## src/rtl/core/pmd_pkg.sv

```systemverilog
`timescale 1ns / 1ps
// ----------------------------------------------------------------------------
// pmd_pkg
// Types and constants shared by the ps/2 mouse packet decoder modules.
// ----------------------------------------------------------------------------
package pmd_pkg;

    localparam logic [7:0] ACK_BYTE = 8'hFA;

    localparam logic [1:0] EV_DOWN   = 2'd0;
    localparam logic [1:0] EV_UP     = 2'd1;
    localparam logic [1:0] EV_MOVE_X = 2'd2;
    localparam logic [1:0] EV_MOVE_Y = 2'd3;

    localparam int NUM_EVENTS = 5;

    // one decoded packet, as handed from the front to the back
    typedef struct packed {
        logic [2:0] changed;  // buttons whose state flipped
        logic [2:0] now;      // new button state
        logic [8:0] dx;
        logic [8:0] dy;
    } t_pkt;

endpackage

```

## src/rtl/core/pmd_front.sv

```systemverilog
`timescale 1ns / 1ps
// ----------------------------------------------------------------------------
// pmd_front
// Byte collector: drops ack bytes at packet start, gathers packets, filters
// overflow, diffs the button state; pushes one record per packet with events.
// ----------------------------------------------------------------------------
module pmd_front (
    input  logic             i_clk,
    input  logic             i_rst_n,
    input  logic             i_acc,
    input  logic [7:0]       i_rx_byte,
    input  logic             i_cfg_we,
    input  logic [2:0]       i_cfg_data,
    output logic             o_push,
    output pmd_pkg::t_pkt    o_pkt
);
    import pmd_pkg::*;

    logic [2:0] r_pkt_size;
    logic [1:0] r_cnt, n_cnt;
    logic [7:0] r_b0, n_b0;
    logic [7:0] r_b1, n_b1;
    logic [7:0] r_b2, n_b2;
    logic [2:0] r_btn, n_btn;

    logic       is_ack;
    logic       complete;
    logic [7:0] y_byte;
    t_pkt       pkt;
    logic       push;

    assign is_ack   = (r_cnt == 2'd0) && (i_rx_byte == ACK_BYTE);
    // size 4..7 means four bytes, anything else three
    assign complete = (r_cnt == 2'd3) || ((r_cnt == 2'd2) && !r_pkt_size[2]);
    assign y_byte   = (r_cnt == 2'd2) ? i_rx_byte : r_b2;

    always_comb begin
        pkt.now     = r_b0[2:0];
        pkt.changed = r_b0[2:0] ^ r_btn;
        pkt.dx      = {r_b0[4], r_b1};
        pkt.dy      = {r_b0[5], y_byte};
    end

    always_comb begin
        n_cnt = r_cnt;
        n_b0  = r_b0;
        n_b1  = r_b1;
        n_b2  = r_b2;
        n_btn = r_btn;
        push  = 1'b0;
        if (i_acc && !is_ack) begin
            case (r_cnt)
                2'd0: begin
                    n_b0 = i_rx_byte;
                    n_b1 = 8'd0;
                    n_b2 = 8'd0;
                end
                2'd1: n_b1 = i_rx_byte;
                2'd2: n_b2 = i_rx_byte;
                default: ;
            endcase
            if (complete) begin
                n_cnt = 2'd0;
                if (r_b0[7:6] == 2'b00) begin
                    n_btn = r_b0[2:0];
                    push  = (pkt.changed != 3'd0) || (r_b1 != 8'd0) || (y_byte != 8'd0);
                end
            end else begin
                n_cnt = r_cnt + 2'd1;
            end
        end
    end

    always_ff @(posedge i_clk) begin
        if (!i_rst_n) begin
            r_pkt_size <= 3'd3;
            r_cnt      <= 2'd0;
            r_btn      <= 3'd0;
            r_b0       <= 8'd0;
            r_b1       <= 8'd0;
            r_b2       <= 8'd0;
        end else begin
            if (i_cfg_we) begin
                r_pkt_size <= i_cfg_data;
            end
            r_cnt <= n_cnt;
            r_btn <= n_btn;
            r_b0  <= n_b0;
            r_b1  <= n_b1;
            r_b2  <= n_b2;
        end
    end

    assign o_push = push;
    assign o_pkt  = pkt;

endmodule

```

## src/rtl/core/pmd_queue.sv

```systemverilog
`timescale 1ns / 1ps
// ----------------------------------------------------------------------------
// pmd_queue
// Two-entry packet record queue between the front and the back.
// ----------------------------------------------------------------------------
module pmd_queue (
    input  logic             i_clk,
    input  logic             i_rst_n,
    input  logic             i_push,
    input  pmd_pkg::t_pkt    i_pkt,
    input  logic             i_pop,
    output logic             o_full,
    output logic             o_nonempty,
    output pmd_pkg::t_pkt    o_pkt
);
    import pmd_pkg::*;

    t_pkt       r_mem [2];
    logic       r_wp;
    logic       r_rp;
    logic [1:0] r_count;

    always_ff @(posedge i_clk) begin
        if (i_push) begin
            r_mem[r_wp] <= i_pkt;
        end
    end

    always_ff @(posedge i_clk) begin
        if (!i_rst_n) begin
            r_wp    <= 1'b0;
            r_rp    <= 1'b0;
            r_count <= 2'd0;
        end else begin
            if (i_push) begin
                r_wp <= ~r_wp;
            end
            if (i_pop) begin
                r_rp <= ~r_rp;
            end
            r_count <= r_count + {1'b0, i_push} - {1'b0, i_pop};
        end
    end

    assign o_full     = (r_count == 2'd2);
    assign o_nonempty = (r_count != 2'd0);
    assign o_pkt      = r_mem[r_rp];

endmodule

```

## src/rtl/core/pmd_back.sv

```systemverilog
`timescale 1ns / 1ps
// ----------------------------------------------------------------------------
// pmd_back
// Event sequencer: walks the pending events of one packet record, one per
// cycle while the output is not stalled, into the output register.
// ----------------------------------------------------------------------------
module pmd_back (
    input  logic             i_clk,
    input  logic             i_rst_n,
    input  logic             i_q_nonempty,
    input  pmd_pkg::t_pkt    i_q_pkt,
    output logic             o_pop,
    input  logic             i_stall,
    output logic             o_valid,
    output logic [1:0]       o_event_kind,
    output logic [1:0]       o_button,
    output logic signed [8:0] o_delta,
    output logic             o_last
);
    import pmd_pkg::*;

    t_pkt                  r_rec;
    logic [NUM_EVENTS-1:0] r_pend;
    logic [NUM_EVENTS-1:0] sel;
    logic [NUM_EVENTS-1:0] pend_after;
    logic                  adv;
    logic                  fire;
    logic                  pop;

    logic                  r_ov;
    logic [1:0]            r_kind, n_kind;
    logic [1:0]            r_btn, n_btn;
    logic [8:0]            r_delta, n_delta;
    logic                  r_last;

    // lowest pending event first: left, right, middle, x, y
    always_comb begin
        sel     = '0;
        n_kind  = EV_DOWN;
        n_btn   = 2'd0;
        n_delta = 9'd0;
        if (r_pend[0]) begin
            sel[0] = 1'b1;
            n_kind = r_rec.now[0] ? EV_DOWN : EV_UP;
        end else if (r_pend[1]) begin
            sel[1] = 1'b1;
            n_kind = r_rec.now[1] ? EV_DOWN : EV_UP;
            n_btn  = 2'd1;
        end else if (r_pend[2]) begin
            sel[2] = 1'b1;
            n_kind = r_rec.now[2] ? EV_DOWN : EV_UP;
            n_btn  = 2'd2;
        end else if (r_pend[3]) begin
            sel[3]  = 1'b1;
            n_kind  = EV_MOVE_X;
            n_delta = r_rec.dx;
        end else if (r_pend[4]) begin
            sel[4]  = 1'b1;
            n_kind  = EV_MOVE_Y;
            n_delta = r_rec.dy;
        end
    end

    assign pend_after = r_pend & ~sel;
    assign adv        = !r_ov || !i_stall;
    assign fire       = adv && (r_pend != '0);
    assign pop        = i_q_nonempty && ((r_pend == '0) || (fire && (pend_after == '0)));

    always_ff @(posedge i_clk) begin
        if (!i_rst_n) begin
            r_pend <= '0;
            r_ov   <= 1'b0;
        end else begin
            if (pop) begin
                r_pend <= {i_q_pkt.dy[7:0] != 8'd0, i_q_pkt.dx[7:0] != 8'd0,
                           i_q_pkt.changed};
            end else if (fire) begin
                r_pend <= pend_after;
            end
            if (adv) begin
                r_ov <= fire;
            end
        end
    end

    always_ff @(posedge i_clk) begin
        if (pop) begin
            r_rec <= i_q_pkt;
        end
        if (fire) begin
            r_kind  <= n_kind;
            r_btn   <= n_btn;
            r_delta <= n_delta;
            r_last  <= (pend_after == '0);
        end
    end

    assign o_pop        = pop;
    assign o_valid      = r_ov;
    assign o_event_kind = r_kind;
    assign o_button     = r_btn;
    assign o_delta      = $signed(r_delta);
    assign o_last       = r_last;

`ifndef ASSERT_OFF
    a_fire_shows: assert property (@(posedge i_clk) disable iff (!i_rst_n)
        fire |=> r_ov)
        else $error("issued event not presented");
    a_pop_when_done: assert property (@(posedge i_clk) disable iff (!i_rst_n)
        pop |-> ((r_pend == '0) || (pend_after == '0)))
        else $error("record loaded over pending events");
    a_record_nonempty: assert property (@(posedge i_clk) disable iff (!i_rst_n)
        pop |=> (r_pend != '0))
        else $error("queued record carries no event");
`endif

endmodule

```

## src/rtl/core/ps2_mouse_packet_decoder_core.sv

```systemverilog
`timescale 1ns / 1ps
// ----------------------------------------------------------------------------
// ps2_mouse_packet_decoder_core
// Decodes ps/2 mouse bytes into button and move events.
// ----------------------------------------------------------------------------
// path: last byte -> packet queue -> pending-event register -> output register
// throughput: one byte per cycle in, one event per cycle out unless i_stall;
//   the input stalls only when the two-entry packet queue is full
// reset: synchronous active low; packet size 3, byte count 0, buttons released
module ps2_mouse_packet_decoder_core (
    input  logic              i_clk,
    input  logic              i_rst_n,
    input  logic              i_valid,
    output logic              o_stall,
    input  logic [7:0]        i_rx_byte,
    output logic              o_valid,
    input  logic              i_stall,
    output logic [1:0]        o_event_kind,
    output logic [1:0]        o_button,
    output logic signed [8:0] o_delta,
    output logic              o_last,
    input  logic              i_cfg_valid,
    output logic              o_cfg_ready,
    input  logic [2:0]        i_cfg_data
);
    import pmd_pkg::*;

    logic acc;
    logic push;
    logic pop;
    logic q_full;
    logic q_nonempty;
    t_pkt f_pkt;
    t_pkt q_pkt;

    assign o_stall     = q_full;
    assign acc         = i_valid && !q_full;
    assign o_cfg_ready = 1'b1;

    pmd_front u_front (
        .i_clk      (i_clk),
        .i_rst_n    (i_rst_n),
        .i_acc      (acc),
        .i_rx_byte  (i_rx_byte),
        .i_cfg_we   (i_cfg_valid),
        .i_cfg_data (i_cfg_data),
        .o_push     (push),
        .o_pkt      (f_pkt)
    );

    pmd_queue u_queue (
        .i_clk      (i_clk),
        .i_rst_n    (i_rst_n),
        .i_push     (push),
        .i_pkt      (f_pkt),
        .i_pop      (pop),
        .o_full     (q_full),
        .o_nonempty (q_nonempty),
        .o_pkt      (q_pkt)
    );

    pmd_back u_back (
        .i_clk        (i_clk),
        .i_rst_n      (i_rst_n),
        .i_q_nonempty (q_nonempty),
        .i_q_pkt      (q_pkt),
        .o_pop        (pop),
        .i_stall      (i_stall),
        .o_valid      (o_valid),
        .o_event_kind (o_event_kind),
        .o_button     (o_button),
        .o_delta      (o_delta),
        .o_last       (o_last)
    );

endmodule

```

## config.mk

```make
export PLATFORM = sky130hd
export DESIGN_NAME = ps2_mouse_packet_decoder_core
export DESIGN_NICKNAME = d
export VERILOG_FILES = /design/src/rtl/core/pmd_pkg.sv /design/src/rtl/core/pmd_front.sv /design/src/rtl/core/pmd_queue.sv /design/src/rtl/core/pmd_back.sv /design/src/rtl/core/ps2_mouse_packet_decoder_core.sv
export SDC_FILE = /design/constraint.sdc
export NUM_CORES = 1
export LEC_CHECK = 0
export BUFFER_PORTS_ARGS = -buffer_cell sky130_fd_sc_hd__buf_2
export CAP_MARGIN = 20
export CORE_UTILIZATION = 64
export DETAILED_ROUTE_END_ITERATION = 8
export PLACE_DENSITY = 0.86
export SLEW_MARGIN = 20
export SYNTH_ARGS = -nofsm -noshare
export SYNTH_HDL_FRONTEND = slang
export SYNTH_SLANG_ARGS = --single-unit
export TNS_END_PERCENT = 1
```

## constraint.sdc

```tcl
create_clock -name i_clk -period 8.2 [get_ports i_clk]
set_clock_uncertainty 0.05 [all_clocks]
set_input_delay 1.23 -clock i_clk [delete_from_list [all_inputs] [get_ports i_clk]]
set_output_delay 1.23 -clock i_clk [all_outputs]
set_load 0.01 [all_outputs]
```

* After elaboration in Yosys (flattened, before gate mapping) *
Memories as Yosys holds them, arrays and structs flattened. A register that Yosys moved wholly into a read port is not among the register bits.
Index checks and enable logic that the tools add are counted.

storage, ports and cells
  word-level logic and storage cells = 104
  output and inout bits = 17
  RAM bits = 48
  register bits after elaboration = 77
  memories kept = 1

operators by class
  reductions and logical operators = 37
  add/subtract/negate cells = 3
  bitwise gates (word level) = 5
  eq/ne operators = 5
  mux-type cells = 34

memories
  memory         words  bits a word  rd ports  clocked after Yosys merged registers in  wr ports  line             RTL
  u_queue.r_mem  2      24           1         1                                        1         pmd_queue.sv:18  t_pkt r_mem [2];

operators by type and width
  kind                                  number
  one-hot mux 8 bit (2 select lines)    2
  nonzero test 8 bit                    4
  two-way mux 9 bit                     2
  two-way mux 1 bit                     17
  two-way mux 2 bit                     8
  logical NOT 5 bit                     2
  two-way mux 5 bit                     2
  == test 8 bit, second input constant  1
  two-way mux 8 bit                     1
  nonzero test 2 bit                    4
  logical AND 1 bit                     7
  == test 2 bit, second input constant  3
  AND reduction 2 bit                   3
  AND 5 bit                             1
  logical NOT 1 bit                     5
  logical OR 1 bit                      5
  inverter 5 bit                        1
  nonzero test 5 bit                    1
  logical NOT 2 bit                     2
  two-way mux 4 bit                     1
  two-way mux 3 bit                     1
  AND reduction 3 bit                   1
  nonzero test 3 bit                    1
  OR reduction 3 bit                    1
  other kinds (7)                       8

* Longest topological paths before layout *
Gate-level depths: netlist of the first run.

  depth after elaboration = 13
  depth in mapped cells = 12

* Hierarchy *
Synthesis of the first run repeated with hierarchy kept, for this count alone.

second synthesis, totals
  cells, all modules = 356
  area, all modules = 5103.6 um^2

modules (own cells, without submodules)
  module                         area an instance (um^2)  instances  cells an instance
  pmd_queue                      2065.7                   1          96
  pmd_back                       1594.0                   1          106
  pmd_front                      1418.9                   1          151
  ps2_mouse_packet_decoder_core  25.0                     1          3

* Least setup slack after synthesis of the first run *
Ideal clock, no wire load.

  kind = input to register
  start point = in i_rx_byte[1]
  end point = mem u_queue.r_mem[1][0] in the netlist's numbering (enable)
  path slack = 4.809 ns
  library setup time = 0.383 ns
  data required time = 7.767 ns
  data arrival time = 2.958 ns
  stages = 6
  path through = or3b_1 -> o311ai_2 -> or4_1 -> buf_2 -> a31oi_4 -> and2_1

on the way
  longest elaborated chain between the ends = 8

RTL lines
  element                                      line                                 RTL
  from (decl)                                  ps2_mouse_packet_decoder_core.sv:15  input logic [7:0] i_rx_byte,
  two-way mux 8 bit                            pmd_front.sv:35                      assign y_byte = (r_cnt == 2'd2) ? i_rx_byte : r_b2;
  nonzero test 8 bit                           pmd_front.sv:66                      push = (pkt.changed != 3'd0) || (r_b1 != 8'd0) || (y_byte != 8'd0);
  logical OR 1 bit                             pmd_front.sv:66
  two-way mux 1 bit                            pmd_front.sv:64                      if (r_b0[7:6] == 2'b00) begin
  two-way mux 1 bit                            pmd_front.sv:62                      if (complete) begin
  two-way mux 1 bit (*)                        pmd_front.sv:51                      if (i_acc && !is_ack) begin
  net push                                     ps2_mouse_packet_decoder_core.sv:29  logic push;
  two-way mux 1 bit (*)                        pmd_queue.sv:24                      if (i_push) begin
  two-way mux 1 bit (implied by the code) (*)  pmd_queue.sv:25                      r_mem[r_wp] <= i_pkt;
  to (decl)                                    pmd_queue.sv:18

The timed path passes the listed nets; every way through them passes the cells marked *.

* Worst setup path in the final report of the first run *
  start point = in i_rx_byte[1]
  end point = mem u_queue.r_mem[0][5] in the netlist's numbering (enable)

The elaborated chain is that of the path after synthesis.

==> metrics.txt, run 1 <==
# TYPE chip_impl_metric gauge
chip_impl_info{name="run_status",value="completed"} 1
chip_impl_info{name="whs_endpoint",value="u_queue.r_mem[0][8]$_DFFE_PP_"} 1
chip_impl_info{name="hold_path_startpoint",value="u_front.r_b0[5]$_SDFFE_PN0P_"} 1
chip_impl_metric{name="fillers",unit=""} 394
chip_impl_metric{name="mappedNetlistNets",unit=""} 393
chip_impl_metric{name="power.static_leakage",unit="nW"} 2.155
chip_impl_metric{name="ctsHtreeMaxLevel",unit=""} 4
chip_impl_metric{name="cts_made_buffers",unit=""} 17
chip_impl_metric{name="cts.repair_timing.setup_buffer_count",unit=""} 0
chip_impl_metric{name="maxSlewViolCount",unit=""} 0
chip_impl_metric{name="timing.max_cap.violations",unit=""} 0
chip_impl_metric{name="timing.max_slew.rel_slack",unit=""} 0.3165
chip_impl_metric{name="core_region_area",unit="um^2"} 7408
chip_impl_info{name="critical_path.slowest_cell",value="sky130_fd_sc_hd__and2b_1"} 1
chip_impl_metric{name="die-width",unit="um"} 90.36
chip_impl_metric{name="cts.sink_count",unit=""} 123
chip_impl_metric{name="wl",unit="um"} 9506
chip_impl_metric{name="r2r_setup_slack",unit="ps"} 4840
chip_impl_metric{name="period_minus_slack",unit="ps"} 3385
chip_impl_info{name="rsz_0062_raised_after_global_routing",value="no"} 1
chip_impl_metric{name="critPathRequiredTime",unit="ps"} 8280
chip_impl_metric{name="ys_types",unit=""} 50
chip_impl_metric{name="path_clk_slew",unit="ps"} 50
chip_impl_metric{name="place_congestion",unit=""} 0.7673
chip_impl_metric{name="ant_nets",unit=""} 0
chip_impl_metric{name="synth_top_cell_area_share",unit=""} 0.4989
chip_impl_metric{name="wire_length_of_the_first_global_routing_pass",unit="um"} 15580
chip_impl_metric{name="post_detailed_route_via_to_cell_ratio",unit=""} 6.098
chip_impl_metric{name="worst_r2r_path_cells",unit=""} 7
chip_impl_metric{name="finish.net_count",unit=""} 418
chip_impl_metric{name="clk-insertion-delay-late",unit="ps"} 510
chip_impl_info{name="synth_ff_type",value="sky130_fd_sc_hd__edfxtp_1"} 1
chip_impl_metric{name="max-vdd-ir-drop",unit="mV"} 0.1907
chip_impl_metric{name="slowest_delay",unit="ps"} 840
chip_impl_info{name="cp-start-kind",value="input pin"} 1
chip_impl_info{name="worstReg2RegStart",value="u_front.r_cnt[0]$_SDFFE_PN0P_"} 1
chip_impl_metric{name="post_drt_wl_per_cell",unit="um"} 18.71
chip_impl_metric{name="final_total_pwr",unit="mW"} 2.174
chip_impl_metric{name="remaining_drc_errors",unit=""} 0
chip_impl_info{name="most-common-layout-cells",value="sky130_fd_sc_hd__edfxtp_1 (83), sky130_fd_sc_hd__nor2_1 (42), sky130_fd_sc_hd__dfxtp_1 (40)"} 1
chip_impl_info{name="r2r_end",value="u_queue.r_mem[0][5]$_DFFE_PP_"} 1
chip_impl_metric{name="hold_buffers",unit=""} 0
chip_impl_metric{name="boundaryPins",unit=""} 33
chip_impl_metric{name="final.period_utilization",unit=""} 0.4128
chip_impl_metric{name="critical_path.n_buffers_inverters",unit=""} 1
chip_impl_metric{name="floorplan.die_area",unit="um^2"} 8164
chip_impl_metric{name="achievable-frequency",unit="MHz"} 295.4
chip_impl_metric{name="cellPowerDensity",unit="nW/um^2"} 376.4
chip_impl_metric{name="placed_area",unit="um^2"} 5154
chip_impl_info{name="worstPathCellList",value="buf_2 -> or3b_1 -> o311ai_2 -> or4_1 -> a31oi_4 -> and2b_1"} 1
chip_impl_metric{name="crit_path_max_fanout",unit=""} 24
chip_impl_metric{name="synth_enable_flop_cells",unit=""} 83
chip_impl_metric{name="overflow",unit=""} 0
chip_impl_metric{name="ys_ff_latch",unit=""} 123
chip_impl_metric{name="finalSetupViolCount",unit=""} 0
chip_impl_metric{name="post-route-cell-area",unit="um^2"} 5777
chip_impl_metric{name="layout-drive-gt1-share",unit=""} 0.2543
chip_impl_metric{name="grt_start_max_net_pins",unit=""} 38
chip_impl_metric{name="worst_slew_pin_slew",unit="ps"} 1025
chip_impl_metric{name="die_height",unit="um"} 90.36
chip_impl_metric{name="post_synth_instance_area",unit="um^2"} 4996
chip_impl_metric{name="netlist_instances",unit=""} 371
chip_impl_info{name="tritoncts",value="yes"} 1
chip_impl_info{name="synthTopCellsByArea",value="sky130_fd_sc_hd__edfxtp_1 (50%), sky130_fd_sc_hd__dfxtp_1 (16%), sky130_fd_sc_hd__mux2_2 (6.8%)"} 1
chip_impl_metric{name="synthesis.yosys.warnings",unit=""} 0
chip_impl_info{name="layout_commonest_cell",value="sky130_fd_sc_hd__edfxtp_1"} 1
chip_impl_metric{name="initialDrtViolationCount",unit=""} 144
chip_impl_info{name="critical-path-top-delay-family",value="simple AND/OR/NAND/NOR gates"} 1
chip_impl_metric{name="detailedRoute.firstPassIterationCount",unit=""} 5
chip_impl_metric{name="starting_density_of_the_core",unit=""} 0.6744
chip_impl_metric{name="via_count",unit=""} 3098
chip_impl_metric{name="placementRows",unit=""} 31
chip_impl_metric{name="place.port_buffers",unit=""} 29
chip_impl_info{name="critical_path_start_end_classification",value="input pin to flip-flop"} 1
chip_impl_metric{name="synth.avg_cell_area",unit="um^2"} 13.47
chip_impl_metric{name="hold_path_cell_cnt",unit=""} 0
chip_impl_metric{name="place_hpwl",unit="um"} 5738
chip_impl_metric{name="cts.path.max_buffers",unit=""} 2
chip_impl_info{name="synth_top_cell_by_area",value="sky130_fd_sc_hd__edfxtp_1"} 1
chip_impl_info{name="hold_class",value="flip-flop to flip-flop"} 1
chip_impl_metric{name="antenna-diode-count",unit=""} 0
chip_impl_info{name="critical_path.startpoint",value="i_rx_byte[1]"} 1
chip_impl_metric{name="synth-seq-area-share",unit=""} 0.6592
chip_impl_metric{name="area_growth_from_synthesis_to_layout",unit="%"} 15.63
chip_impl_metric{name="finalHoldViolCount",unit=""} 0
chip_impl_metric{name="grt_util_all_layers",unit=""} 0.2564
chip_impl_info{name="cp-end-kind",value="flip-flop"} 1
chip_impl_metric{name="antenna_violations_before_repair",unit=""} 0
chip_impl_metric{name="tns",unit="ps"} 0
chip_impl_info{name="cts.root.buffer_cell",value="sky130_fd_sc_hd__clkbuf_8"} 1
chip_impl_metric{name="cts_repair_resize_count",unit=""} 0
chip_impl_metric{name="worstPathArrival",unit="ps"} 3460
chip_impl_metric{name="postSynth.asyncResetShare",unit=""} 0
chip_impl_metric{name="via_count_of_the_first_global_routing_pass",unit=""} 3070
-- stage by stage --
step	hold WS (ps)	utilization	instances	setup WS, ps
floorplan	375.4	-	371	4809
global placement	383.1	0.6957	476	4308
detailed placement	396.4	0.6957	476	4268
CTS	417.5	0.7793	508	4745
global route	434.9	0.7798	508	4703
finish	427.1	0.7798	508	4815
-- sequential cells by signal, summed over array words and instances (netlist names), 2 cells and up, named ones only --
register and cells:
u_queue.r_mem 48, u_back.r_rec 21, u_back.o_delta 9, u_front.r_b1 8, u_front.r_b2 8, u_front.r_b0 7, u_back.r_pend 5, u_front.r_btn 3
u_back.o_button 2, u_back.o_event_kind 2, u_front.r_cnt 2, u_queue.r_count 2
-- layout make-up --
| type | count | area [um^2] | share of cell area |
|---|---|---|---|
| flip-flops and latches | 123 | 3293 | 0.5701 |
| multi-input cells | 216 | 1558 | 0.2697 |
| clock buffers | 27 | 544.3 | 0.09422 |
| repair buffers | 30 | 152.6 | 0.02642 |
| well taps | 99 | 123.9 | 0.02144 |
| clock inverters | 5 | 75.07 | 0.01300 |
| inverters | 8 | 30.03 | 0.005198 |
-- how the worst max path moves through the flow --
stage | end | slack [ps] | cells after the start
2_1_floorplan | u_queue.r_mem[1][0]$_DFFE_PP_ | 4810 | 6
3_3_place_gp | u_queue.r_mem[1][13]$_DFFE_PP_ | 4310 | 6
3_5_place_dp | u_queue.r_mem[1][13]$_DFFE_PP_ | 4270 | 6
4_1_cts | u_queue.r_mem[1][3]$_DFFE_PP_ | 4750 | 6
5_1_grt | u_queue.r_mem[0][5]$_DFFE_PP_ | 4700 | 6
6_report | u_queue.r_mem[0][5]$_DFFE_PP_ | 4810 | 6
-- synthesized netlist by cell type (3+ instances only) --
master and number:
sky130_fd_sc_hd__inv_1 6, sky130_fd_sc_hd__mux2_2 30, sky130_fd_sc_hd__clkbuf_1 12, sky130_fd_sc_hd__nor4_1 9, sky130_fd_sc_hd__a2111oi_0 3, sky130_fd_sc_hd__nor3_1 3
sky130_fd_sc_hd__nor2_1 43, sky130_fd_sc_hd__mux2i_1 11, sky130_fd_sc_hd__buf_2 5, sky130_fd_sc_hd__nand3_1 7, sky130_fd_sc_hd__ha_1 6, sky130_fd_sc_hd__a21oi_1 16
sky130_fd_sc_hd__xor2_1 4, sky130_fd_sc_hd__and2_1 5, sky130_fd_sc_hd__nand2_1 15, sky130_fd_sc_hd__edfxtp_1 83, sky130_fd_sc_hd__a22oi_1 26, sky130_fd_sc_hd__dfxtp_1 40
sky130_fd_sc_hd__buf_1 3, sky130_fd_sc_hd__o21ai_2 3
-- where the power goes --
part	internal, mW	total, mW	switching [mW]	leakage, nW
sequential	0.836	0.904	0.0686	1.10
clock	0.508	0.757	0.249	0.308
combinational	0.191	0.513	0.323	0.742
-- per-layer routing --
metal / up-vias / track usage / wire, um
met3: 15 / 0.07155 / 519
met4: 0 / 0.1062 / 159
met2: 125 / 0.4262 / 4773
li1: 1441 / - / -
met5: - / 0 / 0
met1: 1517 / 0.3167 / 4054
-- kinds of logic after synthesis --
family | after synthesis | synth area share
other | 1 | 0.0007506
buffers and inverters | 32 | 0.02980
and+or+nand+nor | 97 | 0.09692
muxes | 41 | 0.08966
AOI/OAI and AO/OA | 65 | 0.09818
xor gates and xnor gates | 6 | 0.01052
DFF | 123 | 0.6592
adders and majority gates | 6 | 0.01503
(Power assumes the default switching activity.)
==> run 2, diff against run 1 <==
--- a/config.mk
+++ b/config.mk
@@ -7,9 +7,9 @@
 export LEC_CHECK = 0
 export BUFFER_PORTS_ARGS = -buffer_cell sky130_fd_sc_hd__buf_2
 export CAP_MARGIN = 20
-export CORE_UTILIZATION = 64
+export CORE_UTILIZATION = 54
 export DETAILED_ROUTE_END_ITERATION = 8
-export PLACE_DENSITY = 0.86
+export PLACE_DENSITY = 0.77
 export SLEW_MARGIN = 20
 export SYNTH_ARGS = -nofsm -noshare
 export SYNTH_HDL_FRONTEND = slang
==> constraint.sdc (replaced) <==
create_clock -name i_clk -period 2.9 [get_ports i_clk]
set_clock_uncertainty 0.05 [all_clocks]
set_input_delay 0.435 -clock i_clk [delete_from_list [all_inputs] [get_ports i_clk]]
set_output_delay 0.435 -clock i_clk [all_outputs]
set_load 0.01 [all_outputs]
==> run 2 against run 1 <==
  * The run now ends with DRC left
  * Clock power grew to 2.8 times the previous value
  * Core utilization shrank 12 points
  * Final cell count grew 3.3%
  * Worst setup slack lost 4500 ps
  * Critical path depth grew 4
  * First-iteration DRC count is the same
  * Wire length shrank 9.8%
  * Register-to-register slack lost 4600 ps
  * Count of clock-buffer cells in the layout shrank 4
  * Hold slack lost 300 ps
  * Global-route usage shrank 6.2 points
  * Critical endpoint is now u_queue.r_count[1]$_SDFF_PN0_
  * Highest routed layer unchanged
==> metrics.txt, run 2 (synthesis results as in run 1) <==
# TYPE chip_impl_metric gauge
chip_impl_metric{name="post_drt_wl_per_cell",unit="um"} 16.34
chip_impl_metric{name="holdWs",unit="ps"} 126.1
chip_impl_metric{name="remaining_drc_errors",unit=""} 1
chip_impl_metric{name="layout-drive-gt1-share",unit=""} 0.2614
chip_impl_metric{name="ctsHtreeMaxLevel",unit=""} 4
chip_impl_metric{name="cts.sink_count",unit=""} 123
chip_impl_info{name="cts.root.buffer_cell",value="sky130_fd_sc_hd__clkbuf_8"} 1
chip_impl_info{name="worstPathCellList",value="inv_1 -> ha_2 -> mux2_2 -> nor4_1 -> buf_4 -> a31oi_4 -> ha_1 -> xor2_1 -> xnor2_1 -> nor2_1"} 1
chip_impl_info{name="cp-start-kind",value="flip-flop"} 1
chip_impl_metric{name="hold_path_cell_cnt",unit=""} 3
chip_impl_metric{name="power.net_switching",unit="mW"} 1.740
chip_impl_info{name="rsz_0062_raised_after_global_routing",value="no"} 1
chip_impl_metric{name="maxSlewViolCount",unit=""} 0
chip_impl_metric{name="area_growth_from_synthesis_to_layout",unit="%"} 17.33
chip_impl_metric{name="crit_path_max_fanout",unit=""} 13
chip_impl_metric{name="internal_power",unit="mW"} 4.404
chip_impl_metric{name="antenna-diode-count",unit=""} 0
chip_impl_metric{name="detailedRoute.firstPassIterationCount",unit=""} 9
chip_impl_metric{name="via_count_of_the_first_global_routing_pass",unit=""} 2934
chip_impl_metric{name="cellPowerDensity",unit="nW/um^2"} 1048
chip_impl_metric{name="slowest_delay",unit="ps"} 400
chip_impl_metric{name="clk-insertion-delay-late",unit="ps"} 510
chip_impl_metric{name="place_hpwl",unit="um"} 5530
chip_impl_metric{name="clkPwrFrac",unit=""} 0.347
chip_impl_metric{name="boundaryPins",unit=""} 33
chip_impl_metric{name="tns",unit="ps"} 0
chip_impl_metric{name="via_count",unit=""} 2931
chip_impl_metric{name="ant_nets",unit=""} 0
chip_impl_info{name="cp-end-kind",value="flip-flop"} 1
chip_impl_info{name="tritoncts",value="yes"} 1
chip_impl_info{name="hold_class",value="input pin to flip-flop"} 1
chip_impl_metric{name="post_detailed_route_via_to_cell_ratio",unit=""} 5.583
chip_impl_metric{name="floorplan.die_area",unit="um^2"} 9640
chip_impl_metric{name="initialDrtViolationCount",unit=""} 144
chip_impl_metric{name="worst_r2r_path_cells",unit=""} 10
chip_impl_info{name="max_flop_register",value="u_queue.r_mem"} 1
chip_impl_metric{name="finalHoldViolCount",unit=""} 0
chip_impl_metric{name="place.port_buffers",unit=""} 29
chip_impl_metric{name="die_height",unit="um"} 98.19
chip_impl_metric{name="critPathRequiredTime",unit="ps"} 3220
chip_impl_metric{name="cts_made_buffers",unit=""} 17
chip_impl_metric{name="wire_length_of_the_first_global_routing_pass",unit="um"} 14230
chip_impl_metric{name="grt_util_all_layers",unit=""} 0.1948
chip_impl_info{name="most-common-layout-cells",value="sky130_fd_sc_hd__edfxtp_1 (83), sky130_fd_sc_hd__nor2_1 (43), sky130_fd_sc_hd__dfxtp_1 (40)"} 1
chip_impl_metric{name="final.period_utilization",unit=""} 0.9012
chip_impl_metric{name="timing.max_slew.rel_slack",unit=""} 0.3141
chip_impl_metric{name="finalWorstSetupSlack",unit="ps"} 286.5
chip_impl_metric{name="finalSetupViolCount",unit=""} 0
chip_impl_info{name="violations",value="DRC"} 1
chip_impl_metric{name="place_congestion",unit=""} 0.8257
chip_impl_metric{name="placementRows",unit=""} 34
chip_impl_metric{name="path_clk_slew",unit="ps"} 60
chip_impl_metric{name="worst_slew_pin_slew",unit="ps"} 1025
chip_impl_metric{name="seqPwrFrac",unit=""} 0.412
chip_impl_metric{name="hold_buffers",unit=""} 0
chip_impl_info{name="critical_path_start_end_classification",value="flip-flop to flip-flop"} 1
chip_impl_metric{name="wl",unit="um"} 8578
chip_impl_metric{name="power.static_leakage",unit="nW"} 2.190
chip_impl_metric{name="timing.max_cap.violations",unit=""} 0
chip_impl_metric{name="starting_density_of_the_core",unit=""} 0.5646
chip_impl_metric{name="switching_share",unit=""} 0.2833
chip_impl_metric{name="antenna_violations_before_repair",unit=""} 0
chip_impl_metric{name="dpl_worst_slack",unit="ps"} 214.9
chip_impl_metric{name="worstPathArrival",unit="ps"} 2940
chip_impl_metric{name="achievable-frequency",unit="MHz"} 382.6
chip_impl_metric{name="finish.net_count",unit=""} 426
chip_impl_info{name="critical_path.slowest_cell",value="sky130_fd_sc_hd__mux2_2"} 1
chip_impl_metric{name="core_region_area",unit="um^2"} 8848
chip_impl_metric{name="grt_start_max_net_pins",unit=""} 38
chip_impl_metric{name="cts.path.max_buffers",unit=""} 2
chip_impl_metric{name="overflow",unit=""} 0
chip_impl_metric{name="max-vdd-ir-drop",unit="mV"} 0.4902
chip_impl_metric{name="die-width",unit="um"} 98.19
chip_impl_metric{name="largest_reg_flops",unit=""} 48
chip_impl_info{name="layout_commonest_cell",value="sky130_fd_sc_hd__edfxtp_1"} 1
chip_impl_metric{name="p_comb_frac",unit=""} 0.240
chip_impl_metric{name="period_minus_slack",unit="ps"} 2613
chip_impl_info{name="run_status",value="complete, but fails checks"} 1
[run 2: area by class of cell]
type	count	area, um^2
clock inverter	9	142.6
fill	632	2987
inverter	8	30.03
timing repair buffer	38	237.7
sequential	123	3293
clock buffer	23	466.7
tap	108	135.1
multi-input combinational	216	1556
[run 2: repair_timing]
action / CTS / global route
endpoints found under the hold margin: 0 / 0
gates resized for setup: 0 / 1
setup buffers: 0 / 0
setup endpoints to repair: 0 / 1
[run 2: routing by layer]
layer	GRT usage	up-vias	share of wire
met5	0	-	0
met4	0.07922	0	0.0090
met3	0.05655	4	0.032
met2	0.3234	66	0.50
met1	0.2403	1403	0.46
li1	-	1458	-
[run 2: metrics by stage]
step	total power, mW	cell area (um^2)	instances	util
floorplan	3.654	4996	371	-
global placement	3.990	5250	493	0.5933
detailed placement	4.036	5250	493	0.5933
CTS	6.185	5859	525	0.6622
global route	6.453	5862	525	0.6625
finish	6.144	5862	525	0.6625
[run 2: worst max-delay path: cells and delay by family (launching register included)]
family	cells	cell delay [ps]
adder cells (fa/ha/maj)	2	620
multiplexers	1	400
AND/OR/NAND/NOR	2	370
flip-flops	1	340
XOR/XNOR	2	290
buffers and inverters	2	290
AO/OA/AOI/OAI	1	110
[run 2: power groups by stage]
stage | clock [mW] | combinational [mW] | sequential (mW)
3_5_place_dp | 0 | 1.47 | 2.57
6_report | 2.13 | 1.48 | 2.53
4_1_cts | 2.16 | 1.48 | 2.54
3_3_place_gp | 0 | 1.44 | 2.55
5_1_grt | 2.25 | 1.64 | 2.57
2_1_floorplan | 0 | 1.11 | 2.54
[run 2: final timing paths]
path                                      start                                  to  slack, ps
setup / recovery  u_front.r_cnt[0]$_SDFFE_PN0P_       u_queue.r_count[1]$_SDFF_PN0_        290
hold / removal                    i_cfg_data[2]  u_front.r_pkt_size[2]$_SDFFE_PN0P_        130
setup reg to reg  u_front.r_cnt[0]$_SDFFE_PN0P_       u_queue.r_count[1]$_SDFF_PN0_        290
hold reg to reg    u_front.r_b0[5]$_SDFFE_PN0P_       u_queue.r_mem[0][8]$_DFFE_PP_        400
